## src/sv/cdq_pkg.sv

```systemverilog
// ----------------------------------------------------------------------------
// Circular deque package
// Operation and status codes and the word types shared by the deque blocks.
// ----------------------------------------------------------------------------
`timescale 1ns / 1ps
`default_nettype none

package cdq_pkg;

  // Operation codes carried in the kind field of an input word.
  localparam logic [1:0] KIND_PUSH_BACK  = 2'd0;
  localparam logic [1:0] KIND_PUSH_FRONT = 2'd1;
  localparam logic [1:0] KIND_POP_BACK   = 2'd2;
  localparam logic [1:0] KIND_POP_FRONT  = 2'd3;

  // Result status codes.
  localparam logic [1:0] STATUS_DONE  = 2'd0;
  localparam logic [1:0] STATUS_FULL  = 2'd1;
  localparam logic [1:0] STATUS_EMPTY = 2'd2;

  // Input word.
  typedef struct packed {
    logic [1:0]  kind;
    logic [31:0] item_value;
  } in_word_t;

  // Result word.
  typedef struct packed {
    logic [31:0] popped_value;
    logic [1:0]  status;
    logic [7:0]  occupancy;
  } out_word_t;

  // Controller states.
  typedef enum logic {
    ST_IDLE,
    ST_LOAD
  } cdq_state_t;

  // Commands from the controller to the datapath.
  typedef struct packed {
    logic accept;
    logic load;
  } cdq_cmd_t;

endpackage : cdq_pkg

`default_nettype wire

```

## src/sv/cdq_ctrl.sv

```systemverilog
// ----------------------------------------------------------------------------
// Circular deque controller
// Sequences one operation at a time: accept a word, then load its result
// into the output register once that register is free.
// ----------------------------------------------------------------------------
`timescale 1ns / 1ps
`default_nettype none

module cdq_ctrl
  import cdq_pkg::*;
(
  input  wire logic     clk,
  input  wire logic     rst,
  input  wire logic     in_valid,
  output logic          in_ready,
  output logic          out_valid,
  input  wire logic     out_ready,
  output cdq_cmd_t      cmd
);

  cdq_state_t state;
  cdq_state_t state_next;
  logic       out_valid_next;
  logic       out_free;

  // The output register can take a new result when it is empty or being read.
  assign out_free = !out_valid || out_ready;

  // Next-state logic.
  always_comb begin
    state_next = state;
    unique case (state)
      ST_IDLE: begin
        if (in_valid && !rst) begin
          state_next = ST_LOAD;
        end
      end
      ST_LOAD: begin
        if (out_free) begin
          state_next = ST_IDLE;
        end
      end
      default: state_next = ST_IDLE;
    endcase
  end

  // Output logic.
  always_comb begin
    in_ready   = 1'b0;
    cmd.accept = 1'b0;
    cmd.load   = 1'b0;
    unique case (state)
      ST_IDLE: begin
        in_ready   = !rst;
        cmd.accept = in_valid && !rst;
      end
      ST_LOAD: begin
        cmd.load = out_free;
      end
      default: begin
        in_ready = 1'b0;
      end
    endcase
  end

  // Output valid flag follows loads and consumer reads.
  always_comb begin
    out_valid_next = out_valid;
    if (cmd.load) begin
      out_valid_next = 1'b1;
    end else if (out_ready) begin
      out_valid_next = 1'b0;
    end
  end

  always_ff @(posedge clk) begin
    if (rst) begin
      state     <= ST_IDLE;
      out_valid <= 1'b0;
    end else begin
      state     <= state_next;
      out_valid <= out_valid_next;
    end
  end

endmodule : cdq_ctrl

`default_nettype wire

```

## config.mk

```make
export PLATFORM = sky130hd
export DESIGN_NAME = cdq_ctrl
export DESIGN_NICKNAME = d
export VERILOG_FILES = /design/src/sv/cdq_pkg.sv /design/src/sv/cdq_ctrl.sv
export SDC_FILE = /design/constraint.sdc
export NUM_CORES = 1
export LEC_CHECK = 0
export BUFFER_PORTS_ARGS = -buffer_cell sky130_fd_sc_hd__buf_2
export CAP_MARGIN = 30
export CORE_AREA = 8 8 45 47
export CTS_CLUSTER_SIZE = 20
export DETAILED_ROUTE_END_ITERATION = 8
export DIE_AREA = 0 0 53 55
export PLACE_DENSITY = 0.3
export SLEW_MARGIN = 20
export SYNTH_ARGS = -nofsm -noshare
export SYNTH_HDL_FRONTEND = slang
export SYNTH_SLANG_ARGS = --single-unit
```

## constraint.sdc

```tcl
create_clock -name clk -period 1.6 [get_ports clk]
set_clock_uncertainty 0.05 [all_clocks]
set_input_delay 0.24 -clock clk [delete_from_list [all_inputs] [get_ports clk]]
set_output_delay 0.24 -clock clk [all_outputs]
set_load 0.005 [all_outputs]
```

==> impl_metrics.tcl <==
set metrics [dict create \
    outcome "finished, final reports clean" \
    mostFrequentLayoutCells "7 x buf_2, 3 x clkbuf_4, 2 x dfxtp_1" \
    ys_types 10 \
    power_density_nw_per_um2 1102 \
    grtUsageMet1 0.02723 \
    pwr-share-seq 0.298 \
    required_ps 1310 \
    grt_pass1_vias 127 \
    grt.total_usage 0.03655 \
    cts_root_buffer "clkbuf_4" \
    cts_setup_buffers 0 \
    clock.fmax_ghz 0.7978 \
    grt_start_max_net_pins 6 \
    worst-path-buf-inv 1 \
    syn_area_per_cell_um2 9.213 \
    path_class "reg2out" \
    clkPwrFrac 0.592 \
    clock-sinks 2 \
    n_antenna_cell 0 \
    viasPerCell 2.944 \
    netlist_area_um2 101.3 \
    htreeDepth 1 \
    port-buffer-count 7 \
    use_met2 0.02734 \
    wl_per_cell_um 9.389 \
    tightest_slew_ps 165.7 \
    die_w_um 53 \
    critPathSlowestCell "dfxtp_1" \
    overflow 0 \
    hold_path_class "in2reg" \
    min_period_ps 1253 \
    syn2layout_area_growth_pct 69.14 \
    grt.busiest_layer "met3" \
    cp_slowest_stage_delay_ps 320 \
    io-pin-count 8 \
    cts_made_buffers 3 \
    setup_violations 0 \
    fin_util 0.1239 \
    clkTransAtPathRegs_ps 30 \
    coreArea_um2 1384 \
    p_switching_w 0.00004063 \
    crit_path_max_fanout 3 \
    synthesis.nets 15 \
    crit_arrival_ps 960 \
    end_kind "primary output" \
    dr.pass1.iters 1 \
    drt_iter0_markers 0 \
    crit_chain "nand2b_1, and2_2, buf_2" \
    hp-start "rst" \
    std_cell_rows 14 \
    p_leak_nw 0.07966 \
    cp_top_family "flip-flops" \
    finalMaxSlewViolations 0 \
    insertion_delay_ps 220 \
    setup_tns_ps 0 \
    cts_tree "built" \
    cts_max_path_buffers 2 \
    maxCapViolations 0 \
    hold_viol 0 \
    reg2reg_slack_ps 720 \
    vias 106 \
    worstRegToRegCells 2 \
    drc_errors 0 \
    antenna_found_initial 0 \
    detail-route-antenna-nets 0 \
    finalCritPeriodShare 0.7834 \
    cts_hold_buffers 0 \
    layout-drive-gt1-share 0.6000 \
    gp_congestion 0.5637 \
    synth-seq-cells 2 \
    worstReg2RegEnd "state" \
    rsz0062_at_grt "no" \
    ir_drop_mv 0.1770 \
    die_y_um 55 \
    dieArea_um2 2915 \
    hold_end "out_valid" \
    grt_pass1_wl_um 586 \
    fin_nets 26 \
    critPathLaunchType "flip-flop" \
    drt-total-wl_um 338 \
    comb_power_share 0.110 \
    use_met3 0.06150 \
    synth-warning-count 0 \
    synthCells 11 \
    slew_headroom 0.8894 \
    post_cts_resized 0 \
    final_common_cell "buf_2" \
    min_path_cells 2 \
    r2r_start "state" \
    p_sw_frac 0.2150 \
    yosysSeqAreaShare 0.3951 \
    internal_power_w 0.0001483 \
    start_util 0.07324 \
]
## registers in the layout, summed over array words and instances, names as in the netlist
name and flops:
state 1, out_valid 1
## area by class of cell
cell class,instances,area (um^2)
multi-input cells,7,50.05
well taps,16,20.02
inverters,1,3.754
clock buffers,3,22.52
repair buffers,7,35.03
fillers,156,1212
flip-flops and latches,2,40.04
## through the flow
step           hold WS, ps  total power [W]  worst slack [ps]  instances  instance area (um^2)
4_1_cts              167.1        0.0001974             335.9         36                 171.4
3_5_place_dp         408.0       0.00007812             485.5         33                 148.9
6_report             175.9        0.0001889             346.6         36                 171.4
5_1_grt              169.5        0.0002132             275.3         36                 171.4
3_3_place_gp         397.2       0.00007695             503.4         33                 148.9
2_1_floorplan        259.1       0.00006760             605.2         11                 101.3
## worst max-delay path by stage
stage               startpoint  endpoint  slack, ps  cells past startpoint
finish               out_valid    cmd[0]        350                      3
CTS                  out_valid    cmd[0]        340                      3
global route         out_valid    cmd[0]        280                      3
global placement     out_ready    cmd[0]        500                      4
detailed placement   out_ready    cmd[0]        490                      4
floorplan            out_valid    cmd[0]        610                      3
## routing by layer
metal / up-vias / routed length (um)
met1: 45 / 155
met3: 0 / 90
met5: - / 0
met4: 0 / 0
met2: 8 / 93
li1: 53 / -
## cell families after synthesis
group,count (synthesis),synth area share
flip-flops,2,0.3951
AO/OA/AOI/OAI,2,0.1234
AND/OR/NAND/NOR,5,0.3704
buffers and inverters,2,0.1111
## power groups by stage
stage	Sequential, W	Combinational, W	Clock (W)
after floorplan	0.0000564	0.0000112	0
after global placement	0.0000564	0.0000205	0
after detailed placement	0.0000569	0.0000212	0
after CTS	0.0000562	0.0000214	0.000120
after global routing	0.0000567	0.0000239	0.000133
final	0.0000562	0.0000208	0.000112
## synthesized netlist by cell type (all sizes together)
library cell	number	area (um^2)
nor2	1	3.750
nand2b	1	6.260
buf	1	7.510
dfxtp	2	40.04
o21bai	1	7.510
and2	1	7.510
inv	1	3.750
or2b	1	7.510
nor3b	1	12.51
a21oi	1	5.000
(Power assumes the default switching activity.)
